### config.mk
export PLATFORM = sky130hd
export DESIGN_NAME = balanced_ternary_converter
export DESIGN_NICKNAME = d
export VERILOG_FILES = /design/src/btc_pkg.sv /design/src/balanced_ternary_converter.sv /design/src/btc_front.sv /design/src/btc_queue.sv /design/src/btc_back.sv
export SDC_FILE = /design/constraint.sdc
export NUM_CORES = 1
export LEC_CHECK = 0
export BUFFER_PORTS_ARGS = -buffer_cell sky130_fd_sc_hd__clkbuf_2
export CELL_PAD_IN_SITES_DETAIL_PLACEMENT = 1
export CELL_PAD_IN_SITES_GLOBAL_PLACEMENT = 1
export CORE_AREA = 3 3 247 177
export DETAILED_ROUTE_END_ITERATION = 10
export DIE_AREA = 0 0 250 180
export PLACE_DENSITY = 0.73
export SETUP_SLACK_MARGIN = 0.05
export SYNTH_ARGS = -nofsm -noshare
export SYNTH_HDL_FRONTEND = slang
export SYNTH_HIERARCHICAL = 1
export SYNTH_SLANG_ARGS = --single-unit
### constraint.sdc
create_clock -name clk -period 6.67 [get_ports clk]
set_input_delay 0.667 -clock clk [delete_from_list [all_inputs] [get_ports clk]]
set_output_delay 0.667 -clock clk [all_outputs]
set_load 0.01 [all_outputs]
### src/btc_pkg.sv
// types, constants and tables shared by the balanced ternary converter
// no dependencies; imported by every module of the converter
`default_nettype none

package btc_pkg;

    // trit positions held for one conversion
    localparam int MAX_TRITS = 21;
    localparam int POS_W     = $clog2(MAX_TRITS);
    // remainder word: wide enough for 3^MAX_TRITS
    localparam int REM_W     = 34;
    localparam int QUEUE_DEPTH = 2;

    // symbol codes
    localparam logic [1:0] SYM_ZERO  = 2'd0;
    localparam logic [1:0] SYM_PLUS  = 2'd1;
    localparam logic [1:0] SYM_MINUS = 2'd2;
    localparam logic [1:0] SYM_POINT = 2'd3;

    typedef logic [MAX_TRITS-1:0][REM_W-1:0] pow_tab_t;
    typedef logic [MAX_TRITS-1:0][1:0]       trit_vec_t;
    typedef logic [POS_W-1:0]                pos_t;

    function automatic pow_tab_t pow3_table();
        pow_tab_t tab;
        logic [REM_W-1:0] v;
        v = 1;
        for (int i = 0; i < MAX_TRITS; i++) begin
            tab[i] = v;
            v = v * 3;
        end
        return tab;
    endfunction

    function automatic logic [REM_W:0] pow3_full();
        logic [REM_W:0] v;
        v = 1;
        for (int i = 0; i < MAX_TRITS; i++) begin
            v = v * 3;
        end
        return v;
    endfunction

    localparam pow_tab_t POW3 = pow3_table();
    localparam logic [REM_W:0] POW3_ALL = pow3_full();
    // ternary all-ones word over every trit position
    localparam logic [REM_W-1:0] ONES_OFFSET = REM_W'((POW3_ALL - 1) / 2);

    typedef struct packed {
        logic signed [31:0] numerator;
        logic [30:0]        denominator;
    } btc_in_t;

    typedef struct packed {
        logic [1:0] symbol;
        logic       last;
    } btc_out_t;

    // one classified conversion handed from front to back
    typedef struct packed {
        trit_vec_t trits;
        pos_t      top;
        pos_t      fl;
        pos_t      mov;
        logic      zero;
    } btc_desc_t;

endpackage

`default_nettype wire

### src/balanced_ternary_converter.sv
// top level of the balanced ternary converter
// depends on btc_pkg, btc_front, btc_queue and btc_back
`default_nettype none

// A transaction is taken when start is high and busy is low. The front end
// handles each transaction as an accept step, one step per trit for the 21
// trit positions in its compare-and-subtract unit and a hand-off step, and a
// new transaction can be taken only after the hand-off. The back end emits
// between 1 and 22 symbols on result, one per cycle, each marked by
// result_valid, with result.last on the final symbol; it loads each
// conversion from a two-entry queue while idle. The receiver cannot stall;
// results are never held back by it. Busy also stays high while the queue
// is full.
module balanced_ternary_converter (
    input  wire                 clk,
    input  wire                 rst_n,
    input  wire                 start,
    input  btc_pkg::btc_in_t    operand,
    output logic                busy,
    output logic                result_valid,
    output btc_pkg::btc_out_t   result
);
    import btc_pkg::*;

    btc_desc_t wr_desc, rd_desc;
    logic      push, pop, full, empty;

    btc_front u_front (
        .clk     (clk),
        .rst_n   (rst_n),
        .start   (start),
        .operand (operand),
        .busy    (busy),
        .push    (push),
        .desc    (wr_desc),
        .full    (full)
    );

    btc_queue u_queue (
        .clk     (clk),
        .rst_n   (rst_n),
        .push    (push),
        .wr_desc (wr_desc),
        .pop     (pop),
        .rd_desc (rd_desc),
        .full    (full),
        .empty   (empty)
    );

    btc_back u_back (
        .clk          (clk),
        .rst_n        (rst_n),
        .empty        (empty),
        .head         (rd_desc),
        .pop          (pop),
        .result_valid (result_valid),
        .result       (result)
    );

endmodule

`default_nettype wire

### src/btc_front.sv
// front end: accepts a transaction, builds the balanced trits msb first
// and finds top, lowest nonzero trit and radix point; depends on btc_pkg
`default_nettype none

module btc_front (
    input  wire                  clk,
    input  wire                  rst_n,
    input  wire                  start,
    input  btc_pkg::btc_in_t     operand,
    output logic                 busy,
    output logic                 push,
    output btc_pkg::btc_desc_t   desc,
    input  wire                  full
);
    import btc_pkg::*;

    localparam logic [1:0] ST_IDLE = 2'd0;
    localparam logic [1:0] ST_CONV = 2'd1;
    localparam logic [1:0] ST_PUSH = 2'd2;

    logic [1:0]       st_reg, st_next;
    logic [REM_W-1:0] rem_reg;
    logic [30:0]      den_reg;
    logic             neg_reg;
    pos_t             k_reg;
    trit_vec_t        trits_reg;
    pos_t             top_reg, fl_reg, mov_reg;
    logic             found_reg;

    logic [31:0]      mag;
    logic [REM_W-1:0] p1, p2, sub;
    logic             ge1, ge2, nonzero;
    logic [1:0]       code;

    assign mag = operand.numerator[31] ? (32'd0 - operand.numerator) : operand.numerator;
    assign p1  = POW3[k_reg];
    assign p2  = {p1[REM_W-2:0], 1'b0};
    assign ge2 = rem_reg >= p2;
    assign ge1 = rem_reg >= p1;
    assign sub = ge2 ? p2 : (ge1 ? p1 : '0);
    assign nonzero = ge2 || !ge1;

    always_comb
    begin
        if (ge2)
            code = neg_reg ? SYM_MINUS : SYM_PLUS;
        else if (ge1)
            code = SYM_ZERO;
        else
            code = neg_reg ? SYM_PLUS : SYM_MINUS;
    end

    always_comb
    begin
        st_next = st_reg;
        case (st_reg)
            ST_IDLE: if (start) st_next = ST_CONV;
            ST_CONV: if (k_reg == '0) st_next = ST_PUSH;
            ST_PUSH: if (!full) st_next = ST_IDLE;
            default: st_next = ST_IDLE;
        endcase
    end

    always_ff @(posedge clk or negedge rst_n)
    begin
        if (!rst_n)
            st_reg <= ST_IDLE;
        else
            st_reg <= st_next;
    end

    always_ff @(posedge clk)
    begin
        if (st_reg == ST_IDLE && start)
        begin
            rem_reg   <= {{(REM_W-32){1'b0}}, mag} + ONES_OFFSET;
            den_reg   <= operand.denominator;
            neg_reg   <= operand.numerator[31];
            k_reg     <= pos_t'(MAX_TRITS - 1);
            found_reg <= 1'b0;
            mov_reg   <= '0;
            top_reg   <= '0;
            fl_reg    <= '0;
        end
        else if (st_reg == ST_CONV)
        begin
            rem_reg   <= rem_reg - sub;
            trits_reg <= {trits_reg[MAX_TRITS-2:0], code};
            // mov counts thresholds 2*3^k that the denominator reaches
            if ({{(REM_W-31){1'b0}}, den_reg} >= p2)
                mov_reg <= mov_reg + pos_t'(1);
            if (nonzero)
            begin
                fl_reg <= k_reg;
                if (!found_reg)
                begin
                    top_reg   <= k_reg;
                    found_reg <= 1'b1;
                end
            end
            if (k_reg != '0)
                k_reg <= k_reg - pos_t'(1);
        end
    end

    assign busy       = st_reg != ST_IDLE;
    assign push       = st_reg == ST_PUSH && !full;
    assign desc.trits = trits_reg;
    assign desc.top   = top_reg;
    assign desc.fl    = fl_reg;
    assign desc.mov   = mov_reg;
    assign desc.zero  = !found_reg;

    a_push_in_push_state: assert property (@(posedge clk) disable iff (!rst_n)
        push |=> st_reg == ST_IDLE)
        else $error("front hand-off did not return to idle");

endmodule

`default_nettype wire

### src/btc_queue.sv
// short queue of classified conversions between front and back
// depends on btc_pkg
`default_nettype none

module btc_queue (
    input  wire                 clk,
    input  wire                 rst_n,
    input  wire                 push,
    input  btc_pkg::btc_desc_t  wr_desc,
    input  wire                 pop,
    output btc_pkg::btc_desc_t  rd_desc,
    output logic                full,
    output logic                empty
);
    import btc_pkg::*;

    localparam int PTR_W = $clog2(QUEUE_DEPTH);
    localparam int CNT_W = $clog2(QUEUE_DEPTH + 1);

    btc_desc_t        mem [QUEUE_DEPTH];
    logic [PTR_W-1:0] wr_ptr_reg, rd_ptr_reg;
    logic [CNT_W-1:0] cnt_reg;

    always_ff @(posedge clk)
    begin
        if (push)
            mem[wr_ptr_reg] <= wr_desc;
    end

    always_ff @(posedge clk or negedge rst_n)
    begin
        if (!rst_n)
        begin
            wr_ptr_reg <= '0;
            rd_ptr_reg <= '0;
            cnt_reg    <= '0;
        end
        else
        begin
            if (push)
                wr_ptr_reg <= (wr_ptr_reg == PTR_W'(QUEUE_DEPTH - 1)) ? '0
                              : wr_ptr_reg + PTR_W'(1);
            if (pop)
                rd_ptr_reg <= (rd_ptr_reg == PTR_W'(QUEUE_DEPTH - 1)) ? '0
                              : rd_ptr_reg + PTR_W'(1);
            if (push && !pop)
                cnt_reg <= cnt_reg + CNT_W'(1);
            else if (pop && !push)
                cnt_reg <= cnt_reg - CNT_W'(1);
        end
    end

    assign rd_desc = mem[rd_ptr_reg];
    assign full    = cnt_reg == CNT_W'(QUEUE_DEPTH);
    assign empty   = cnt_reg == '0;

    a_no_overflow: assert property (@(posedge clk) disable iff (!rst_n)
        push |-> !full)
        else $error("queue written while full");

    a_no_underflow: assert property (@(posedge clk) disable iff (!rst_n)
        pop |-> !empty)
        else $error("queue read while empty");

endmodule

`default_nettype wire

### src/btc_back.sv
// back end: walks one classified conversion and emits its symbols,
// one per cycle, most significant first; depends on btc_pkg
`default_nettype none

module btc_back (
    input  wire                 clk,
    input  wire                 rst_n,
    input  wire                 empty,
    input  btc_pkg::btc_desc_t  head,
    output logic                pop,
    output logic                result_valid,
    output btc_pkg::btc_out_t   result
);
    import btc_pkg::*;

    localparam logic [2:0] ST_IDLE  = 3'd0;
    localparam logic [2:0] ST_LEAD  = 3'd1;
    localparam logic [2:0] ST_INT   = 3'd2;
    localparam logic [2:0] ST_POINT = 3'd3;
    localparam logic [2:0] ST_FRAC  = 3'd4;

    logic [2:0] st_reg, st_next;
    pos_t       pos_reg, pos_next;
    btc_desc_t  desc_reg;
    logic       valid_reg, valid_next;
    logic [1:0] sym_reg, sym_next;
    logic       last_reg, last_next;
    logic       has_frac;

    assign pop      = st_reg == ST_IDLE && !empty;
    assign has_frac = desc_reg.mov > desc_reg.fl;

    always_comb
    begin
        st_next    = st_reg;
        pos_next   = pos_reg;
        valid_next = 1'b0;
        sym_next   = sym_reg;
        last_next  = 1'b0;
        case (st_reg)
            ST_IDLE:
            begin
                if (!empty)
                begin
                    if (head.zero || head.mov > head.top)
                        st_next = ST_LEAD;
                    else
                    begin
                        st_next  = ST_INT;
                        pos_next = head.top;
                    end
                end
            end
            ST_LEAD:
            begin
                // lone zero: either the whole result or the missing integer trit
                valid_next = 1'b1;
                sym_next   = SYM_ZERO;
                last_next  = desc_reg.zero;
                st_next    = desc_reg.zero ? ST_IDLE : ST_POINT;
            end
            ST_INT:
            begin
                valid_next = 1'b1;
                sym_next   = desc_reg.trits[pos_reg];
                if (pos_reg == desc_reg.mov)
                begin
                    last_next = !has_frac;
                    st_next   = has_frac ? ST_POINT : ST_IDLE;
                end
                else
                    pos_next = pos_reg - pos_t'(1);
            end
            ST_POINT:
            begin
                valid_next = 1'b1;
                sym_next   = SYM_POINT;
                st_next    = ST_FRAC;
                pos_next   = desc_reg.mov - pos_t'(1);
            end
            ST_FRAC:
            begin
                valid_next = 1'b1;
                sym_next   = desc_reg.trits[pos_reg];
                if (pos_reg == desc_reg.fl)
                begin
                    last_next = 1'b1;
                    st_next   = ST_IDLE;
                end
                else
                    pos_next = pos_reg - pos_t'(1);
            end
            default: st_next = ST_IDLE;
        endcase
    end

    always_ff @(posedge clk or negedge rst_n)
    begin
        if (!rst_n)
        begin
            st_reg    <= ST_IDLE;
            valid_reg <= 1'b0;
        end
        else
        begin
            st_reg    <= st_next;
            valid_reg <= valid_next;
        end
    end

    always_ff @(posedge clk)
    begin
        pos_reg  <= pos_next;
        sym_reg  <= sym_next;
        last_reg <= last_next;
        if (pop)
            desc_reg <= head;
    end

    assign result_valid  = valid_reg;
    assign result.symbol = sym_reg;
    assign result.last   = last_reg;

    a_gap_after_last: assert property (@(posedge clk) disable iff (!rst_n)
        valid_reg && last_reg |=> !valid_reg)
        else $error("symbol strobed right after the final symbol");

    a_point_then_trit: assert property (@(posedge clk) disable iff (!rst_n)
        valid_reg && sym_reg == SYM_POINT |=> valid_reg && sym_reg != SYM_POINT)
        else $error("radix point not followed by a fraction trit");

endmodule

`default_nettype wire

Word-level counts from Yosys, hierarchy flattened
Memories as Yosys holds them, arrays and structs flattened. A register that Yosys moved wholly into a read port is not among the register bits.
Cells that the tools add are included.
{"block": "totals", "romBits": 1088, "wordCells": 177, "n_memories": 2, "out_inout_bits": 5, "mem_bits_rw": 116, "input_bits": 66, "ff_bits": 200}
{"block": "classes", "n_reduce_logical": 34, "muxes": 41, "order_cmp": 7, "n_bitwise": 2, "n_addsub": 11, "n_eq_ne": 18}
{"memory": "(name not given)", "depth": 32, "width": 34, "rd": 1, "rd_clocked_by_memory_dff": 1, "write_ports": 0, "line": "btc_front.sv:36", "rtl": "assign p1 = POW3[k_reg];"}
{"memory": "u_queue.mem", "depth": 2, "width": 58, "rd": 1, "rd_clocked_by_memory_dff": 0, "write_ports": 1, "line": "btc_queue.sv:20", "rtl": "btc_desc_t mem [QUEUE_DEPTH];"}
{"cell": "$mux 34", "n": 5}
{"cell": "$ge 34x34->1", "n": 2}
{"cell": "$add 32x33->34 const B", "n": 1}
{"cell": "$ge 31x34->1", "n": 1}
{"cell": "$sub 34x34->34", "n": 1}
{"cell": "$mux 32", "n": 1}
{"cell": "$sub 1x32->32 const A", "n": 1}
{"cell": "$mux 5", "n": 6}
{"cell": "$mux 2", "n": 13}
{"cell": "$pmux 5 s4", "n": 1}
{"cell": "$pmux 3 s5", "n": 1}
{"cell": "$sub 5x1->5 const B", "n": 3}
{"cell": "$lt 5x6->1 const B", "n": 2}
{"cell": "$ne 2x2->1 const B", "n": 6}
{"cell": "$pmux 2 s3", "n": 2}
{"cell": "$bmux 2 s5", "n": 1}
{"cell": "$eq 5x5->1", "n": 2}
{"cell": "$gt 5x5->1", "n": 2}
{"cell": "$mux 3", "n": 3}
{"cell": "$reduce_and 3->1", "n": 3}
{"cell": "$reduce_and 2->1", "n": 4}
{"cell": "$logic_not 1->1", "n": 7}
{"cell": "$mux 1", "n": 7}
{"cell": "$eq 3x2->1 const B", "n": 2}
{"cell": "23 further kinds", "n": 36}

Logic depth before layout (Yosys ltp)
{"block": "depth", "ltp_word": 8, "depth_mapped": 24, "depth_no_buf": 23}

Cells and area by module
The synthesis kept the hierarchy.
{"module": "btc_front", "n_inst": 1, "seq_area_each_um2": 4204.0, "cells_per_inst": 1192, "area_per_inst_um2": 11482.3}
{"module": "btc_queue", "n_inst": 1, "seq_area_each_um2": 3583.4, "cells_per_inst": 197, "area_per_inst_um2": 4418.0}
{"module": "btc_back", "n_inst": 1, "seq_area_each_um2": 1921.8, "cells_per_inst": 218, "area_per_inst_um2": 3098.0}

Worst setup path after synthesis
Ideal clock, no wire load.
{"block": "synth_timing", "path_type": "register to register", "startpoint": "register u_back.st_reg[0]", "endpoint": "register u_queue.cnt_reg[1]", "setup_slack_ns": -0.377, "setup_ns": 0.079, "path_buffers": 1, "period_less_slack_ns": 7.047, "arrival_time_ns": 6.967, "required_time_ns": 6.591, "path_stages_with_launch": 8, "path_cell_list": "dfrtp_1 -> clkbuf_1 -> nor4_1 -> inv_1 -> ha_1 -> xor2_1 -> nor2_1 -> xor2_1"}
{"block": "synth_via", "elab_chain_len": 5, "elab_cells_between_ends": 7, "classes_between": "mux (1); reduce/logical (6)"}
{"element": "start: declaration", "line": "btc_back.sv:22", "rtl": "logic [2:0] st_reg, st_next;"}
{"element": "start signal: assignment", "line": "btc_back.sv:106", "rtl": "st_reg <= st_next;"}
{"element": "$logic_not 3->1 *", "line": "btc_back.sv:30", "rtl": "assign pop = st_reg == ST_IDLE && !empty;"}
{"element": "$logic_and 1x1->1 *", "line": "btc_back.sv:30"}
{"element": "named net pop", "line": "balanced_ternary_converter.sv:26", "rtl": "logic push, pop, full, empty;"}
{"element": "$logic_not 1->1", "line": "btc_queue.sv:46", "rtl": "if (push && !pop)"}
{"element": "$logic_and 1x1->1", "line": "btc_queue.sv:46"}
{"element": "$mux 2 or $reduce_bool 2->1 (tied branches)"}
{"element": "end signal: assignment", "line": "btc_queue.sv:47", "rtl": "cnt_reg <= cnt_reg + CNT_W'(1);"}
{"element": "end signal: assignment", "line": "btc_queue.sv:49", "rtl": "cnt_reg <= cnt_reg - CNT_W'(1);"}
{"element": "end: declaration", "line": "btc_queue.sv:22", "rtl": "logic [CNT_W-1:0] cnt_reg;"}
The timed path passes the listed nets; every way through them passes the cells marked *.
A chain may end at the register's enable or synchronous reset.

==> metrics.md <==
| Metric | Value |
|---|---|
| # DRC | `0` |
| CP Class | `reg -> reg` |
| Non-filler instance count after layout | `about 2,200` |
| Startpoint types | `register` |
| DP HPWL | `35.0 mm` |
| CTS resizes | `0` |
| Reg2Reg Depth | `23` |
| Slowest-stage cell, CP | `a21oi_2` |
| Data required time at the worst endpoint | `6.95 ns` |
| Layout cells sized above 1 | `15.5%` |
| CP arrival | `6.51 ns` |
| Clock buffer depth | `3` |
| Initial antenna violation count | `1` |
| WL/cell | `21.7 um` |
| Post-Synth Adder-Cell Area | `between 9 and 10%` |
| Clk pin slew, worst setup/hold paths | `0.06 ns` |
| Top cell type's share of synthesized area | `44.7%` |
| Starting Density | `45.6%` |
| Setup TNS | `0 ns` |
| Clk_skew | `0.0230 ns` |
| Worst-path fanout max | `13` |
| Final number of hold-violating endpoints | `0` |
| Buffers plus inverters on the worst setup path | `2` |
| Die area | `0.0450 mm2` |
| Flops & latches, synth | `341` |
| Largest net degree at the start of global routing | `59` |
| Cell mode on critical path | `a21oi_1` |
| Post-Syn Area per Cell | `11.8 um2` |
| Largest delay contributor family on the critical path | `compound AO/OA/AOI/OAI gates` |
| Synth Area in Simple Gates | `roughly 11%` |
| Start of the worst register-to-register path | `u_front/p1[28]` |
| Layout area overhead | `10.2%` |
| Synth Instances | `~1,600` |
| Most frequent cell after synthesis | `edfxtp_1` |
| Status | `finished clean` |
| Chip Height | `180 um` |
| Fin crit share | `93.4%` |
| RSZ-0062 raised after global routing | `no` |
| Overall Global Routing Usage | `between 20% and 30%` |
| Multiplexer share of the synthesized area | `between 5 and 6%` |
| Max Slew Vio Count | `0` |
| Synth warnings | `6` |
| Initial DRC Count | `986` |
| Syn nets | `roughly 1,800` |
| Synth Cell Area | `0.0190 mm2` |
| First-pass GRT wire length | `76.7 mm` |
| Worst path cell trace | `inv_1, ha_1, nand4_1, nand2b_1, nor3_1, a41oi_1, nand2_1, o21ai_0, a21oi_2, a21oi_2, buf_4, a22oi_1, ha_1, a21oi_1, o21bai_1, a221o_1, a211oi_1, a31oi_1, o21ai_0, a21oi_1, a21oi_1, mux2i_1, nand3_1` |
| Largest family of logic cells by synthesized area | `compound AO/OA/AOI/OAI gates` |
| Max Freq | `160 MHz` |
| Placed cells | `2,179` |
| Synth Area in Compound Gates | `14.0%` |
| WL final | `slightly below 50 mm` |
| DR vias/cell | `5.85` |
| # hold bufs at CTS | `0` |
| Slew headroom | `17.8%` |
| Max FFs per register | `116` |
| Cell variety after synth | `104` |
| Post-synthesis sequential area ratio | `51.1%` |
| Post-synth EDFFs | `283` |
| CORE AREA | `0.0417 mm2` |
| Nets@finish | `around 1,900` |
| Synth cell count leaders | `edfxtp_1 (283), ha_1 (146), nand2_1 (101), a21oi_1 (91), nor2_1 (89)` |
| Clock sinks | `341` |
| CTS Buf Count | `36` |
| CP endpoint kind | `register` |
| Total number of vias | `13,100` |
| Clock latency on the worst-skew pair | `0.54 ns` |
| Worst hold path class | `in -> async` |
| Ant. Diodes | `0` |
| Xor-xnor portion of the synthesized cell area | `4.70%` |
| Worst slew pin tran | `1.23 ns` |
| Area leader, netlist | `edfxtp_1` |
| FF-to-FF setup slack | `0.44 ns` |
| CTS HTree Levels | `2` |
| CTS tree | `yes` |
| Row cnt | `63` |
| CTS Root Cell | `clkbuf_16` |
| Post-route minimum period | `6.23 ns` |
| IO buf count | `69` |
| Max-cap violations | `0` |
| Overflow after GRT | `0` |
| Reg2reg end | `u_front/rem_reg[33]` |
| DR pass1 iterations | `6` |
| Area contributors post-synth | `edfxtp_1 (45%), ha_1 (9.6%), dfxtp_1 (5.1%)` |
| I/O pin cnt | `71` |
| Count of final setup violators | `0` |
| Crit-path max cell delay | `0.62 ns` |
| Routability cong. | `0.899` |
| Ys flop type | `edfxtp_1` |
| Ys async rst share | `under 10%` |
| Die X | `roughly 250 um` |
| Vias in the first global route | `13,400` |
| Final ANT Viol Nets | `0` |
| Post-CTS Setup Bufs | `0` |
[layout by cell type (no fill, tap or decap), types with 19 or more instances in the layout]
| cell | count |
|---|---|
| clkbuf_16 | 38 |
| inv_1 | 67 |
| nor3_1 | 30 |
| nand2_1 | 100 |
| edfxtp_1 | 283 |
| dfxtp_1 | 48 |
| xnor2_1 | 62 |
| xor2_1 | 40 |
| clkbuf_2 | 69 |
| a21o_1 | 39 |
| mux2_2 | 50 |
| nand3_1 | 38 |
| ha_1 | 146 |
| nor2b_1 | 24 |
| o21ai_0 | 72 |
| mux2i_1 | 19 |
| a21oi_1 | 89 |
| a22oi_1 | 32 |
| nor2_1 | 89 |
[through the flow]
step           utilization (%)  hold slack, ns  area [um2]  setup slack, ns
6_report                  50.2          0.0298       20900            0.438
5_1_grt                   50.2          0.0338       20900            0.124
4_1_cts                   50.2          0.0209       20900            0.557
3_5_place_dp              47.4           0.439       19800            0.607
3_3_place_gp              47.4           0.427       19800            0.807
2_1_floorplan                -           0.371       19000             1.66
[routing by layer]
layer,global-route usage (%),up-vias,routed length (um)
li1,-,6195,-
met1,33.9,6579,25400
met2,30.8,295,20100
met3,3.11,59,2150
met4,4.96,2,950
met5,0,-,13
[final cells by class]
class                           count  area [um2]
Timing Repair Buffer               85         465
Fill cell                        4351       20800
Clock buffer                       47         995
Multi-Input combinational cell   1130        8650
Sequential cell                   341        9710
Tap cell                          552         691
Clock inverter                     17         168
Inverter                           71         267
[worst max-delay path by stage]
| stage | from | end | cells past startpoint |
|---|---|---|---|
| after floorplan | u_front/p1[26] | u_front/rem_reg[33] | 24 |
| after global placement | u_front/p1[28] | u_front/rem_reg[33] | 23 |
| after detailed placement | u_front/p1[28] | u_front/rem_reg[32] | 23 |
| after CTS | u_front/p1[28] | u_front/rem_reg[33] | 23 |
| after global routing | u_front/p1[28] | u_front/rem_reg[33] | 23 |
| final | u_front/p1[28] | u_front/rem_reg[33] | 23 |
[kinds of logic (layout without fill, tap and decap cells)]
kind of cell	count (synthesis)	in the layout
and+or+nand+nor	403	403
AOI/OAI and AO/OA	391	391
DFF	341	341
adders and majority gates	147	147
buffers and inverters	136	220
xor gates and xnor gates	102	102
muxes	87	87
Power is not shown: default switching activity piles up to over one toggle a cycle in this logic, so the estimate is an artifact.
